### src/rtl/core/gcm_pkg.sv
`timescale 1ns / 1ps
// ----------------------------------------------------------------------------
// Gap cluster mean filter package
// Shared constants, register indexes and the divider status type.
// ----------------------------------------------------------------------------
package gcm_pkg;

  // Parameter defaults.
  localparam int MaxSetItemsDefault = 1024;
  localparam int CoordBitsDefault   = 12;

  // Configuration register widths and reset values.
  localparam int ImageSizeBits  = 12;
  localparam int MinMembersBits = 11;
  localparam int CfgDataBits    = 12;
  localparam int CfgIndexBits   = 1;

  localparam logic [ImageSizeBits-1:0]  ImageSizeReset  = 12'd512;
  localparam logic [MinMembersBits-1:0] MinMembersReset = 11'd6;

  // Register indexes on the configuration port.
  localparam logic [CfgIndexBits-1:0] REG_IMAGE_SIZE  = 1'd0;
  localparam logic [CfgIndexBits-1:0] REG_MIN_MEMBERS = 1'd1;

  // A neighbor joins the cluster while GapFactor * gap < image_size.
  localparam int GapFactor     = 54;
  localparam int GapFactorBits = 6;

  // Handshake status of the shared divider.
  typedef struct packed {
    logic busy;
    logic done;
  } gcm_div_status_t;

endpackage

### src/rtl/core/gcm_divider.sv
`timescale 1ns / 1ps
// ----------------------------------------------------------------------------
// Gap cluster mean divider
// Restoring unsigned divider, one quotient bit per cycle.
// ----------------------------------------------------------------------------
module gcm_divider #(
  parameter int DIVIDEND_W = 22,
  parameter int DIVISOR_W  = 11
) (
  input  logic                     clk,
  input  logic                     rst,
  input  logic                     start,
  input  logic [DIVIDEND_W-1:0]    dividend,
  input  logic [DIVISOR_W-1:0]     divisor,
  output logic [DIVIDEND_W-1:0]    quotient,
  output gcm_pkg::gcm_div_status_t status
);
  import gcm_pkg::*;

  localparam int StepBits = $clog2(DIVIDEND_W + 1);

  logic [DIVISOR_W-1:0]  rem;
  logic [DIVIDEND_W-1:0] quo;
  logic [DIVISOR_W-1:0]  divisor_hold;
  logic [StepBits-1:0]   steps;
  logic                  busy;
  logic                  done;

  logic [DIVISOR_W:0]   shifted;
  logic [DIVISOR_W+1:0] trial;
  logic                 fits;

  // Bring down the next dividend bit and try one subtraction.
  always_comb begin
    shifted = {rem, quo[DIVIDEND_W-1]};
    trial   = {1'b0, shifted} - {2'b00, divisor_hold};
    fits    = ~trial[DIVISOR_W+1];
  end

  always_ff @(posedge clk) begin
    if (rst) begin
      busy  <= 1'b0;
      done  <= 1'b0;
      steps <= '0;
    end else begin
      done <= 1'b0;
      if (start) begin
        busy  <= 1'b1;
        steps <= StepBits'(DIVIDEND_W);
      end else if (busy) begin
        steps <= steps - StepBits'(1);
        if (steps == StepBits'(1)) begin
          busy <= 1'b0;
          done <= 1'b1;
        end
      end
    end
  end

  always_ff @(posedge clk) begin
    if (start) begin
      rem          <= '0;
      quo          <= dividend;
      divisor_hold <= divisor;
    end else if (busy) begin
      rem <= fits ? trial[DIVISOR_W-1:0] : shifted[DIVISOR_W-1:0];
      quo <= {quo[DIVIDEND_W-2:0], fits};
    end
  end

  assign quotient    = quo;
  assign status.busy = busy;
  assign status.done = done;

endmodule

### src/rtl/core/gap_cluster_mean_filter.sv
`timescale 1ns / 1ps
// ----------------------------------------------------------------------------
// Gap cluster mean filter
// Groups ascending coordinates into clusters and reports each cluster's mean.
// ----------------------------------------------------------------------------
// The block takes one coordinate per beat, in ascending order, with
// last_of_set on the final beat of a set. A coordinate joins the open cluster
// while 54 times its distance to the previous coordinate is below image_size;
// otherwise the open cluster closes and a new one starts. A closing cluster
// whose member count exceeds min_members_exclusive produces a result beat with
// has_line set and line_position equal to the truncated mean of its members.
// The last coordinate of a set always produces one extra result beat with
// end_of_set set, carrying the final cluster's mean when it qualifies and
// has_line low otherwise. count_overflow reports that a cluster saturated at
// MAX_SET_ITEMS members during the set; further members are then dropped.
// The block works on one input beat at a time and holds in_ready low while it
// is busy. Each reported mean comes from a single shared restoring divider
// that works through the cluster sum one bit at a time (COORD_BITS plus log2
// of MAX_SET_ITEMS bits, 22 at the defaults); the sequencer then sees the
// divider finish and loads the output register. A beat that closes one
// reported cluster and ends its set with another runs the divider twice. A
// result beat waits in an output register until it is taken; a second result
// waits in the sequencer meanwhile, which keeps the block busy for as long as
// the output is held off. Configuration writes are accepted only while the
// block is idle between input beats, and never during reset.
// ----------------------------------------------------------------------------
module gap_cluster_mean_filter #(
  parameter int MAX_SET_ITEMS = gcm_pkg::MaxSetItemsDefault,
  parameter int COORD_BITS    = gcm_pkg::CoordBitsDefault
) (
  input  logic                            clk,
  input  logic                            rst,
  // Configuration write channel.
  input  logic                            cfg_valid,
  output logic                            cfg_ready,
  input  logic [gcm_pkg::CfgIndexBits-1:0] cfg_index,
  input  logic [gcm_pkg::CfgDataBits-1:0]  cfg_data,
  // Input channel.
  input  logic                            in_valid,
  output logic                            in_ready,
  input  logic [COORD_BITS-1:0]           coordinate,
  input  logic                            last_of_set,
  // Output channel.
  output logic                            out_valid,
  input  logic                            out_ready,
  output logic [COORD_BITS-1:0]           line_position,
  output logic                            has_line,
  output logic                            end_of_set,
  output logic                            count_overflow
);
  import gcm_pkg::*;

  // Widths that follow from the parameters.
  localparam int CountBits = $clog2(MAX_SET_ITEMS + 1);
  localparam int SumBits   = COORD_BITS + $clog2(MAX_SET_ITEMS);
  localparam int ProdBits  = COORD_BITS + GapFactorBits;
  localparam int CmpBits   = (CountBits > MinMembersBits) ? CountBits : MinMembersBits;

  // Sequencer states.
  localparam logic [2:0] S_IDLE = 3'd0;
  localparam logic [2:0] S_GAP  = 3'd1;
  localparam logic [2:0] S_TEST = 3'd2;
  localparam logic [2:0] S_DIV  = 3'd3;
  localparam logic [2:0] S_EMIT = 3'd4;
  localparam logic [2:0] S_LAST = 3'd5;

  logic [2:0] state;

  // Configuration registers.
  logic [ImageSizeBits-1:0]  image_size;
  logic [MinMembersBits-1:0] min_members_exclusive;

  // Set state.
  logic [COORD_BITS-1:0] previous_value;
  logic [SumBits-1:0]    cluster_sum;
  logic [CountBits-1:0]  cluster_count;
  logic                  cluster_open;
  logic                  overflow_seen;

  // Current beat and working registers.
  logic [COORD_BITS-1:0] coord_hold;
  logic                  last_hold;
  logic [COORD_BITS-1:0] gap;
  logic                  final_phase;
  logic                  line_flag;

  // Divider connection.
  logic                  div_start;
  logic [SumBits-1:0]    div_quotient;
  gcm_div_status_t       div_status;

  logic [ProdBits-1:0] gap_scaled;
  logic                joins;
  logic                reported;
  logic                break_report;
  logic                out_load;

  assign cfg_ready = !rst && (state == S_IDLE);
  assign in_ready  = !rst && (state == S_IDLE);

  // The gap test is an exact integer compare against the scaled gap.
  assign gap_scaled = ProdBits'(gap) * ProdBits'(GapFactor);
  assign joins      = gap_scaled < ProdBits'(image_size);

  // A cluster is reported when it is open and has enough members.
  assign reported = cluster_open &&
                    (CmpBits'(cluster_count) > CmpBits'(min_members_exclusive));

  // A break in the chain closes a cluster that may need its mean reported.
  assign break_report = cluster_open && !joins && reported;

  assign div_start = ((state == S_TEST) && break_report) ||
                     ((state == S_LAST) && last_hold && reported);

  // The output register is free when empty or when its beat leaves now.
  assign out_load = (state == S_EMIT) && (!out_valid || out_ready);

  gcm_divider #(
    .DIVIDEND_W(SumBits),
    .DIVISOR_W (CountBits)
  ) u_divider (
    .clk     (clk),
    .rst     (rst),
    .start   (div_start),
    .dividend(cluster_sum),
    .divisor (cluster_count),
    .quotient(div_quotient),
    .status  (div_status)
  );

  // Configuration writes.
  always_ff @(posedge clk) begin
    if (rst) begin
      image_size            <= ImageSizeReset;
      min_members_exclusive <= MinMembersReset;
    end else if (cfg_valid && cfg_ready) begin
      unique case (cfg_index)
        REG_IMAGE_SIZE:  image_size            <= cfg_data[ImageSizeBits-1:0];
        REG_MIN_MEMBERS: min_members_exclusive <= cfg_data[MinMembersBits-1:0];
        default: ;
      endcase
    end
  end

  // Sequencer and set state.
  always_ff @(posedge clk) begin
    if (rst) begin
      state          <= S_IDLE;
      previous_value <= '0;
      cluster_sum    <= '0;
      cluster_count  <= '0;
      cluster_open   <= 1'b0;
      overflow_seen  <= 1'b0;
      final_phase    <= 1'b0;
      line_flag      <= 1'b0;
    end else begin
      unique case (state)
        S_IDLE: begin
          if (in_valid) begin
            state <= S_GAP;
          end
        end
        S_GAP: begin
          state <= S_TEST;
        end
        S_TEST: begin
          previous_value <= coord_hold;
          if (break_report) begin
            // Report the old cluster first; the new one starts after the beat.
            final_phase <= 1'b0;
            line_flag   <= 1'b1;
            state       <= S_DIV;
          end else begin
            if (cluster_open && joins) begin
              if (cluster_count < CountBits'(MAX_SET_ITEMS)) begin
                cluster_count <= cluster_count + CountBits'(1);
                cluster_sum   <= cluster_sum + SumBits'(coord_hold);
              end else begin
                overflow_seen <= 1'b1;
              end
            end else begin
              cluster_open  <= 1'b1;
              cluster_count <= CountBits'(1);
              cluster_sum   <= SumBits'(coord_hold);
            end
            state <= S_LAST;
          end
        end
        S_LAST: begin
          if (!last_hold) begin
            state <= S_IDLE;
          end else if (reported) begin
            final_phase <= 1'b1;
            line_flag   <= 1'b1;
            state       <= S_DIV;
          end else begin
            final_phase <= 1'b1;
            line_flag   <= 1'b0;
            state       <= S_EMIT;
          end
        end
        S_DIV: begin
          if (div_status.done) begin
            state <= S_EMIT;
          end
        end
        S_EMIT: begin
          if (out_load) begin
            if (final_phase) begin
              previous_value <= '0;
              cluster_sum    <= '0;
              cluster_count  <= '0;
              cluster_open   <= 1'b0;
              overflow_seen  <= 1'b0;
              state          <= S_IDLE;
            end else begin
              cluster_open  <= 1'b1;
              cluster_count <= CountBits'(1);
              cluster_sum   <= SumBits'(coord_hold);
              state         <= S_LAST;
            end
          end
        end
        default: state <= S_IDLE;
      endcase
    end
  end

  // Beat capture and the gap, kept as an absolute difference.
  always_ff @(posedge clk) begin
    if (in_valid && in_ready) begin
      coord_hold <= coordinate;
      last_hold  <= last_of_set;
    end
    if (state == S_GAP) begin
      gap <= (coord_hold >= previous_value) ? coord_hold - previous_value
                                            : previous_value - coord_hold;
    end
  end

  // Output register.
  always_ff @(posedge clk) begin
    if (rst) begin
      out_valid <= 1'b0;
    end else if (out_load) begin
      out_valid <= 1'b1;
    end else if (out_ready) begin
      out_valid <= 1'b0;
    end
  end

  always_ff @(posedge clk) begin
    if (out_load) begin
      line_position  <= line_flag ? div_quotient[COORD_BITS-1:0] : '0;
      has_line       <= line_flag;
      end_of_set     <= final_phase;
      count_overflow <= overflow_seen;
    end
  end

  // The divider is never restarted while it is still working.
  a_div_start_idle: assert property (@(posedge clk) disable iff (rst)
    div_start |-> !div_status.busy)
    else $error("divider started while busy");

  // The member count never passes the saturation limit.
  a_count_limit: assert property (@(posedge clk) disable iff (rst)
    cluster_count <= CountBits'(MAX_SET_ITEMS))
    else $error("cluster count above limit");

  // A closed cluster holds no members and no sum.
  a_closed_empty: assert property (@(posedge clk) disable iff (rst)
    !cluster_open |-> (cluster_count == '0) && (cluster_sum == '0))
    else $error("closed cluster holds data");

  // Loading the final result of a set clears the set state.
  a_set_cleared: assert property (@(posedge clk) disable iff (rst)
    (out_load && final_phase) |=> !cluster_open && !overflow_seen)
    else $error("set state not cleared at end of set");

endmodule

### config.mk
export PLATFORM = sky130hd
export DESIGN_NAME = gap_cluster_mean_filter
export DESIGN_NICKNAME = d
export VERILOG_FILES = /design/src/rtl/core/gcm_pkg.sv /design/src/rtl/core/gcm_divider.sv /design/src/rtl/core/gap_cluster_mean_filter.sv
export SDC_FILE = /design/constraint.sdc
export NUM_CORES = 1
export LEC_CHECK = 0
export ABC_AREA = 0
export BUFFER_PORTS_ARGS = -buffer_cell sky130_fd_sc_hd__buf_4
export CORE_MARGIN = 2
export CORE_UTILIZATION = 31
export CTS_CLUSTER_DIAMETER = 100
export DETAILED_ROUTE_END_ITERATION = 8
export PLACE_DENSITY = 0.5
export SYNTH_ARGS = -nofsm -noshare
export SYNTH_HDL_FRONTEND = slang
export SYNTH_SLANG_ARGS = --single-unit
### constraint.sdc
create_clock -name clk -period 8.2 [get_ports clk]
set_clock_uncertainty 0.2 [all_clocks]
set_input_delay 2.05 -clock clk [delete_from_list [all_inputs] [get_ports clk]]
set_output_delay 2.05 -clock clk [all_outputs]
set_load 0.1 [all_outputs]
==> results.ini, run 1 <==
[outcome]
status=finished, final reports clean

[detailed_routing]
drc_errors=0
drt_iter0_markers=387
vias=8167
ant_nets=0
firstDrtPassIters=5
vias_per_cell=4.926
wire_per_inst_um=15.32
wl_um=25410

[flow_run]
cap_violations=0

[setup_path]
cp_slowest_cell=nand2b_1
path_buf_inv=3
crit_start=gap[2]
cp-start-kind=flip-flop
r2r-end=u_divider.quotient[7]
crit_required_ps=7950
cp-end-kind=flip-flop
endpoint=u_divider.quotient[7]
path_class=flip-flop to flip-flop
crit_family=adder cells
r2r_slack_ps=1670
path_cells=ha_1, fa_1, inv_1, fa_1, inv_1, ha_1, o21ai_1, a21oi_1, o21a_1, nor2_1, o21bai_1, a21oi_1, xnor2_1, ha_1, a21oi_1, o21ai_0, a2111oi_4, nand4_2, nor2_1, a21o_1, a21o_1, buf_4, nand2b_1
r2r-start=gap[2]
r2r_cells=23
path_max_fanout=43
critPathMaxStageDelay_ps=710
cp.depth=23
arrival_ps=6280

[grt]
grt_pass1_vias=7914
grt_max_degree=68
overflow=0
antenna_found_initial=0
grt_first_pass_wirelength_um=41280
grt_usage=0.1427

[floorplanning]
rows=68
core_area_mm2=0.03437
die_w_um=190.3
initial_core_util=0.3130
die_area_mm2=0.03621
die_h_um=190.3
io_pins=49

[yosys]
yosys.area.top_type_share=0.2037
ys_top_cells_by_area=edfxtp_1 (20%), dfxtp_1 (17%), ha_1 (12%)
synth_edf_count=73
seq_area_frac_synth=0.3786
synth_async_sr_flop_share=0
syn_area_mm2=0.01076
synth_flop_cell=dfxtp_1
yosysWarnings=0
synthCells=1170
syn_avg_cell_area_um2=9.196
yosys_register_bits=167
synth_cell_type_count=68
synthTopCellsByCount=inv_1 (119), a21oi_1 (117), ha_1 (106)
synth_top_cell_by_area=edfxtp_1
synth_fp_nets=1328
yosysMostFrequentCell=inv_1

[finish]
area_growth_pct=12.28
fillers=3552
final_core_util=0.3514
drive_gt1_frac=0.1039
layout.nets=1348
diodes=0

[timing]
maxSlewHeadroom=0.2246
hold_violations=0
finalSetupTns_ps=0
period_needed_ps=6528
rsz0062_at_grt=no
tightestPinTransition_ps=1152
final-setup-viol-count=0
holdWs_ps=257.2
timing.final.crit_share=0.7961
fmax_mhz=153.2
slew_violations=0

[pwr]
irDropWorstVdd_v=0.0001437
total_power_w=0.003295
p_per_area_mw_per_mm2=272.8
total_leakage_power_nw=4.926

[clocking]
cts.sinks=167
worstSkewPairLatency_ps=440
cts_tree=built
ctsHoldBuffers=0
cts_resized=0
post-cts-setup-buffers=0
clockRootBuffer=clkbuf_16
clkTransAtPathRegs_ps=70
ctsLongestPathBuffers=2
htreeDepth=4
numCtsBuffers=17

[place]
dp_hpwl_um=19240
numPortBuffers=48
gp_congestion=0.8071

[worst_hold_path]
worstHoldPathType=flip-flop to flip-flop

-- cell usage in the layout, fill, tap and decap left out, drive strengths merged, types with 3 or more instances in the layout --
| cell | netlist | final |
|---|---|---|
| mux2 | 22 | 22 |
| dfxtp | 94 | 94 |
| nand3b | 4 | 4 |
| clkinv | 1 | 5 |
| o21a | 16 | 16 |
| nand2 | 102 | 102 |
| clkbuf | 34 | 17 |
| or2 | 7 | 7 |
| a22oi | 12 | 12 |
| mux2i | 4 | 4 |
| o21ai | 62 | 62 |
| inv | 119 | 126 |
| buf | 17 | 52 |
| a21o | 31 | 31 |
| nor3 | 31 | 31 |
| a211oi | 19 | 19 |
| a31oi | 19 | 19 |
| a2111oi | 6 | 6 |
| nor4b | 3 | 3 |
| o31ai | 4 | 4 |
| nand2b | 19 | 19 |
| o211ai | 7 | 7 |
| nor2b | 17 | 17 |
| o2111ai | 3 | 3 |
| o221ai | 3 | 3 |
| a41oi | 6 | 6 |
| edfxtp | 73 | 73 |
| nand3 | 20 | 20 |
| nand4 | 6 | 6 |
| and2 | 21 | 21 |
| xor2 | 12 | 12 |
| xnor2 | 26 | 26 |
| o21bai | 3 | 3 |
| or3 | 4 | 4 |
| nor2 | 61 | 61 |
| o31a | 3 | 3 |
| and3 | 11 | 11 |
| a21oi | 120 | 120 |
| ha | 106 | 106 |
| fa | 21 | 21 |
-- worst register-to-register path, delay by kind of cell (launching register included) --
family,cells,cell delay [ps]
adders and majority gates,5,1950
and+or+nand+nor,4,1320
DFF,1,430
buffers and inverters,3,510
AOI/OAI and AO/OA,10,1490
xor gates and xnor gates,1,140
-- worst min-delay path by stage --
stage	from	end	slack, ps	depth (start not counted)
after floorplan	overflow_seen	count_overflow	210	0
after global placement	image_size[3]	image_size[3]	240	2
after detailed placement	image_size[7]	image_size[7]	250	2
after CTS	min_members_exclusive[7]	min_members_exclusive[7]	260	2
after global routing	min_members_exclusive[3]	min_members_exclusive[3]	270	2
final	image_size[10]	image_size[10]	260	2
-- kinds of logic (layout without fill, tap and decap cells) --
group	Yosys count	in the layout	synth area share
AO/OA/AOI/OAI	328	328	0.1958
AND/OR/NAND/NOR	313	313	0.1421
buffers and inverters	171	204	0.06338
flip-flops	167	167	0.3786
adder cells (fa/ha/maj)	127	127	0.1623
XOR/XNOR	38	38	0.03093
multiplexers	26	26	0.02675
-- state kept, by name (all words and copies together), names as in the netlist, 3 cells and up --
| signal | count |
|---|---|
| state | 3 |
| cluster_count | 11 |
| u_divider.quotient | 22 |
| u_divider.rem | 11 |
| min_members_exclusive | 11 |
| coord_hold | 12 |
| line_position | 12 |
| previous_value | 12 |
| cluster_sum | 22 |
| u_divider.steps | 5 |
| gap | 12 |
| u_divider.divisor_hold | 11 |
| image_size | 12 |
-- routing by layer --
| layer | up-vias | routed length (um) | track usage | part of all wire |
|---|---|---|---|---|
| met2 | 124 | 11870 | 0.2344 | 0.47 |
| li1 | 4170 | - | - | - |
| met3 | 8 | 724 | 0.02724 | 0.028 |
| met4 | 0 | 171 | 0.02773 | 0.0067 |
| met5 | - | 0 | 0 | 0 |
| met1 | 3865 | 12640 | 0.1959 | 0.50 |
-- power breakdown --
| group | total, W | internal, W | switching [W] |
|---|---|---|---|
| sequential | 0.000960 | 0.000915 | 0.0000449 |
| clock | 0.000823 | 0.000457 | 0.000366 |
| combinational | 0.00151 | 0.000604 | 0.000907 |
-- cell type report --
type | instances | area [um2] | area share
multi-input cells | 832 | 6003 | 0.4969
flip-flops and latches | 167 | 4074 | 0.3372
well taps | 455 | 569.3 | 0.04713
inverters | 120 | 450.4 | 0.03729
clock buffers | 17 | 425.4 | 0.03522
repair buffers | 52 | 390.4 | 0.03231
clock inverters | 15 | 167.7 | 0.01388
-- through the flow --
stage	cell area, um2	cells	setup slack, ps
after floorplan	10760	1170	124.8
after global placement	11490	1626	1794
after detailed placement	11490	1626	1650
after CTS	12080	1658	1624
after global routing	12080	1658	1154
final	12080	1658	1672
Power figures use the tool's default switching activity.
==> run 2: changes to the inputs <==
==> constraint.sdc (replaced) <==
create_clock -name clk -period 6.7 [get_ports clk]
set_clock_uncertainty 0.2 [all_clocks]
set_input_delay 1.675 -clock clk [delete_from_list [all_inputs] [get_ports clk]]
set_output_delay 1.675 -clock clk [all_outputs]
set_load 0.1 [all_outputs]
==> run 2 against run 1 <==
  * Count of clock-buffer cells in the layout increased by 1
  * Cell count increased by 0.12%
  * Largest cell class unchanged
  * Sequential share of layout area about the same
  * Critical path type unchanged
  * Flip-flop and latch count unchanged
  * Core utilization about the same
  * Clock power increased by 14%
  * Hold slack improved by 2.9 ps
  * Combinational power increased by 22%
  * Final area about the same
==> results.ini, run 2 (synthesized netlist as in run 1, its figures left out) <==
[clocking]
clkTransAtPathRegs_ps=70  ; about the same
cts.sinks=167  ; unchanged
post-cts-setup-buffers=0  ; unchanged
ctsLongestPathBuffers=2  ; unchanged
htreeDepth=4  ; unchanged
worstSkewPairLatency_ps=420  ; -20 ps
ctsHoldBuffers=0  ; unchanged
numCtsBuffers=17  ; unchanged
cts_tree=built
clockRootBuffer=clkbuf_16
cts_resized=0  ; unchanged

[grt]
grt_max_degree=68  ; unchanged
grt_usage=0.1397  ; -0.003043
grt_first_pass_wirelength_um=40500  ; -1.9%
antenna_found_initial=0  ; unchanged
overflow=0  ; unchanged
grt_pass1_vias=7925  ; +0.14%

[setup_path]
path_max_fanout=23  ; -47%
r2r_cells=23  ; unchanged
crit_family=compound AO/OA/AOI/OAI gates
critPathMaxStageDelay_ps=550  ; -160 ps
crit_required_ps=6850  ; -1100 ps
r2r-start=gap[2]
cp-start-kind=flip-flop
path_cells=ha_1, fa_1, inv_1, fa_1, inv_1, ha_1, o21ai_1, a21oi_1, o21a_1, nor2_1, o21bai_1, a21oi_1, xnor2_1, ha_1, a21oi_1, o21ai_0, a2111oi_4, nand4_2, a2111oi_4, buf_4, nor2b_1, o21ai_0, a31oi_1
cp_slowest_cell=nor2b_1
arrival_ps=6370  ; +90 ps
path_class=flip-flop to flip-flop
r2r-end=cluster_sum[18]
r2r_slack_ps=480  ; -1190 ps
path_buf_inv=3  ; unchanged
cp-end-kind=flip-flop

[timing]
period_needed_ps=6221  ; -307.1 ps
finalSetupTns_ps=0  ; unchanged
holdWs_ps=260.1  ; +2.887 ps
rsz0062_at_grt=no
fmax_mhz=160.8  ; +4.9%
tightestPinTransition_ps=1184  ; +31.77 ps
maxSlewHeadroom=0.2105  ; -0.01409
hold_violations=0  ; unchanged
timing.final.crit_share=0.9285  ; +0.1324
slew_violations=0  ; unchanged
final-setup-viol-count=0  ; unchanged

[detailed_routing]
ant_nets=0  ; unchanged
drt_iter0_markers=495  ; +28%
vias_per_cell=4.949  ; +0.48%
drc_errors=0  ; unchanged
vias=8216  ; +0.60%
firstDrtPassIters=5  ; unchanged
wire_per_inst_um=14.99  ; -2.2%
wl_um=24880  ; -2.1%

[place]
dp_cells=1628  ; +0.12%
dp_hpwl_um=18660  ; -3.0%
gp_congestion=0.8014  ; -0.71%
numPortBuffers=48  ; unchanged

[floorplanning]
initial_core_util=0.3130  ; unchanged
die_area_mm2=0.03621  ; unchanged
rows=68  ; unchanged
die_w_um=190.3  ; unchanged
die_h_um=190.3  ; unchanged
core_area_mm2=0.03437  ; unchanged
io_pins=49  ; unchanged

[worst_hold_path]
worstHoldStart=min_members_exclusive[6]
holdPathEnd=min_members_exclusive[6]
worstHoldPathType=flip-flop to flip-flop
holdPathStages=2  ; unchanged

[finish]
final_core_util=0.3512  ; about the same
instances_no_fill=1660  ; +0.12%
fillers=3600  ; +1.4%
area_growth_pct=12.20  ; about the same
drive_gt1_frac=0.1054  ; +0.001487
regArea_mm2=0.004074  ; unchanged
diodes=0  ; unchanged
layout_common_cells=inv_1 (119), a21oi_1 (117), ha_1 (106), nand2_1 (102), dfxtp_1 (94)
final_common_cell=inv_1
layout.nets=1350  ; +0.15%
multi_input_area_mm2=0.006010  ; +0.10%

[flow_run]
cap_violations=0  ; unchanged

[pwr]
total_leakage_power_nw=4.936  ; +0.19%
irDropWorstVdd_v=0.0001920  ; +34%
p_per_area_mw_per_mm2=328.0  ; +20%
total_power_w=0.003960  ; +20%

[outcome]
status=finished, final reports clean

==> run 2: tightest hold or removal path: cells and delay by family (launching register included) <==
| family | cells | cell delay [ps] |
|---|---|---|
| AOI/OAI and AO/OA | 1 | 50 |
| DFF | 1 | 310 |
| and+or+nand+nor | 1 | 50 |
==> run 2: how the worst max path moves through the flow <==
stage / slack [ps] / start / cells past startpoint / endpoint
finish: 480 / gap[2] / 23 / cluster_sum[18]
global route: 20 / gap[2] / 23 / cluster_sum[18]
CTS: 500 / gap[2] / 23 / cluster_sum[18]
detailed placement: 530 / gap[2] / 23 / cluster_sum[18]
global placement: 610 / gap[2] / 23 / cluster_sum[18]
floorplan: 820 / rst / 2 / in_ready
==> run 2: power breakdown <==
part           leakage [nW]  switching, W  total, W  internal [W]
clock                 0.277      0.000426  0.000942      0.000515
combinational          3.21       0.00110   0.00184      0.000738
sequential             1.45     0.0000552   0.00118       0.00112
==> run 2: metal layers <==
| metal | part of all wire | GRT usage | vias up |
|---|---|---|---|
| met2 | 0.46 | 0.2264 | 107 |
| met4 | 0.015 | 0.03757 | 0 |
| met1 | 0.50 | 0.1905 | 3906 |
| met3 | 0.024 | 0.02613 | 23 |
| li1 | - | - | 4180 |
| met5 | 0 | 0 | - |
==> run 2: metrics by stage <==
step / cell area, um2 / setup slack, ps
4_1_cts: 12070 / 499.2
6_report: 12070 / 479.3
3_3_place_gp: 11520 / 610.4
2_1_floorplan: 10770 / 818.7
3_5_place_dp: 11520 / 534.7
5_1_grt: 12070 / 22.59
==> run 2: layout make-up <==
class                           count  area share
Tap cell                          455     0.04716
Clock buffer                       18     0.03555
Multi-Input combinational cell    832      0.4978
Clock inverter                     14     0.01005
Inverter                          120     0.03731
Timing Repair Buffer               54     0.03462
Sequential cell                   167      0.3375
==> run 3: changes to the inputs <==
--- a/config.mk
+++ b/config.mk
@@ -8,10 +8,10 @@
 export ABC_AREA = 0
 export BUFFER_PORTS_ARGS = -buffer_cell sky130_fd_sc_hd__buf_4
 export CORE_MARGIN = 2
-export CORE_UTILIZATION = 31
+export CORE_UTILIZATION = 49
 export CTS_CLUSTER_DIAMETER = 100
 export DETAILED_ROUTE_END_ITERATION = 8
-export PLACE_DENSITY = 0.5
+export PLACE_DENSITY = 0.7
 export SYNTH_ARGS = -nofsm -noshare
 export SYNTH_HDL_FRONTEND = slang
 export SYNTH_SLANG_ARGS = --single-unit
==> run 3 against run 2 <==
  * Hold slack lost 5.1 ps
  * Register-to-register slack improved by 120 ps
  * Clock power rose by 2.5%
  * Power grew 1.1%
  * Critical endpoint unchanged
  * Largest cell class unchanged
  * Largest power group unchanged
==> results.ini, run 3 (synthesized netlist as in run 1, its figures left out) <==
[detailed_routing]
drc_errors=0  ; unchanged
ant_nets=0  ; unchanged
wl_um=23340  ; -6.2%
vias=8417  ; +2.4%
wire_per_inst_um=15.71  ; +4.9%
firstDrtPassIters=5  ; unchanged
drt_iter0_markers=579  ; +17%
vias_per_cell=5.668  ; +15%

[finish]
drive_gt1_frac=0.1046  ; -0.0008299
layout.nets=1350  ; unchanged
layout_common_cells=inv_1 (119), a21oi_1 (117), ha_1 (106), nand2_1 (102), dfxtp_1 (94)
area_growth_pct=10.42
diodes=0  ; unchanged
final_common_cell=inv_1
instances_no_fill=1485  ; -11%

[timing]
finalSetupTns_ps=0  ; unchanged
maxSlewHeadroom=0.2740  ; +0.06347
period_needed_ps=6098  ; -123.0 ps
tightestPinTransition_ps=1089  ; -95.20 ps
hold_violations=0  ; unchanged
final-setup-viol-count=0  ; unchanged
fmax_mhz=164.0  ; +2.0%
timing.final.crit_share=0.9101  ; -0.01836
rsz0062_at_grt=no
slew_violations=0  ; unchanged

[pwr]
irDropWorstVdd_v=0.0002061  ; +7.3%
total_power_w=0.004003  ; +1.1%
total_leakage_power_nw=4.935  ; about the same
p_per_area_mw_per_mm2=337.0  ; +2.7%

[setup_path]
arrival_ps=6250  ; -120 ps
cp-end-kind=flip-flop
critPathMaxStageDelay_ps=510  ; -40 ps
path_class=flip-flop to flip-flop
crit_required_ps=6850  ; about the same
cp_slowest_cell=fa_1
path_buf_inv=3  ; unchanged
cp-start-kind=flip-flop
crit_family=compound AO/OA/AOI/OAI gates
path_max_fanout=23  ; unchanged
r2r-start=gap[3]
path_cells=ha_1, fa_1, inv_1, fa_1, inv_1, ha_1, o21ai_1, a21oi_1, o21a_1, nor2_1, o21bai_1, a21oi_1, xnor2_1, ha_1, a21oi_1, o21ai_0, a2111oi_4, nand4_2, a2111oi_4, buf_4, nor2b_1, o21ai_0, a31oi_1
crit_start=gap[3]

[place]
gp_congestion=0.9063  ; +13%
dp_hpwl_um=17470  ; -6.4%
numPortBuffers=48  ; unchanged
dp_cells=1453  ; -11%

[clocking]
clockRootBuffer=clkbuf_16
cts.sinks=167  ; unchanged
clkTransAtPathRegs_ps=60  ; about the same
numCtsBuffers=17  ; unchanged
ctsHoldBuffers=0  ; unchanged
ctsLongestPathBuffers=2  ; unchanged
post-cts-setup-buffers=0  ; unchanged
htreeDepth=4  ; unchanged
cts_resized=0  ; unchanged
worstSkewPairLatency_ps=430  ; about the same
cts_tree=built

[floorplanning]
core_area_mm2=0.02169  ; -37%
io_pins=49  ; unchanged
rows=54  ; -21%
die_area_mm2=0.02316  ; -36%
die_h_um=152.2  ; -20%
initial_core_util=0.4961  ; +0.1831
die_w_um=152.2  ; -20%

[outcome]
status=finished, final reports clean

[grt]
grt_usage=0.2058  ; +0.06606
grt_first_pass_wirelength_um=39590  ; -2.2%
overflow=0  ; unchanged
antenna_found_initial=0  ; unchanged
grt_pass1_vias=8256  ; +4.2%
grt_max_degree=68  ; unchanged

[worst_hold_path]
worstHoldStart=min_members_exclusive[8]
worstHoldPathType=flip-flop to flip-flop

[flow_run]
cap_violations=0  ; unchanged

[run 3: layer usage]
| metal | global-route usage | wire [um] | part of all wire |
|---|---|---|---|
| met3 | 0.03840 | 845 | 0.036 |
| met2 | 0.3451 | 11290 | 0.48 |
| met4 | 0.05830 | 435 | 0.019 |
| met1 | 0.2735 | 10770 | 0.46 |
| met5 | 0 | 0 | 0 |
[run 3: power by group]
part | total [W] | internal (W) | leakage, nW | switching, W
Sequential | 0.00118 | 0.00112 | 1.45 | 0.0000551
Combinational | 0.00186 | 0.000741 | 3.21 | 0.00112
Clock | 0.000966 | 0.000552 | 0.277 | 0.000414
[run 3: final timing paths]
check                           cells after the start  slack [ps]                        to
worst max-delay path                               23         600           cluster_sum[18]
worst min-delay path                                2         260  min_members_exclusive[8]
worst max register to register                     23         600           cluster_sum[18]
worst min register to register                      2         260  min_members_exclusive[8]
[run 3: final cells by class]
type | instances | area, um2
fill | 1953 | 9808
multi-input combinational | 832 | 6010
sequential | 167 | 4074
inverter | 120 | 450.4
clock buffer | 18 | 429.2
timing repair buffer | 54 | 417.9
tap | 280 | 350.3
clock inverter | 14 | 148.9
[run 3: worst reg2reg max path, stage by stage (launching register included)]
cell and delay [ps]:
edfxtp_1 450, ha_1 320, fa_1 510, inv_1 60, fa_1 510, inv_1 40
ha_1 360, o21ai_1 150, a21oi_1 80, o21a_1 170, nor2_1 160, o21bai_1 90
a21oi_1 180, xnor2_1 140, ha_1 270, a21oi_1 140, o21ai_0 150, a2111oi_4 220
nand4_2 210, a2111oi_4 410, buf_4 330, nor2b_1 480, o21ai_0 190, a31oi_1 200
[run 3: metrics by stage]
stage               setup slack, ps  instance area (um2)    util  hold WS, ps
floorplan                     818.7                10770       -        209.0
global placement              792.1                11300  0.5211        244.1
detailed placement            647.9                11300  0.5211        249.6
CTS                           601.0                11880  0.5478        257.8
global route                  159.8                11880  0.5478        276.8
finish                        602.4                11880  0.5478        255.0
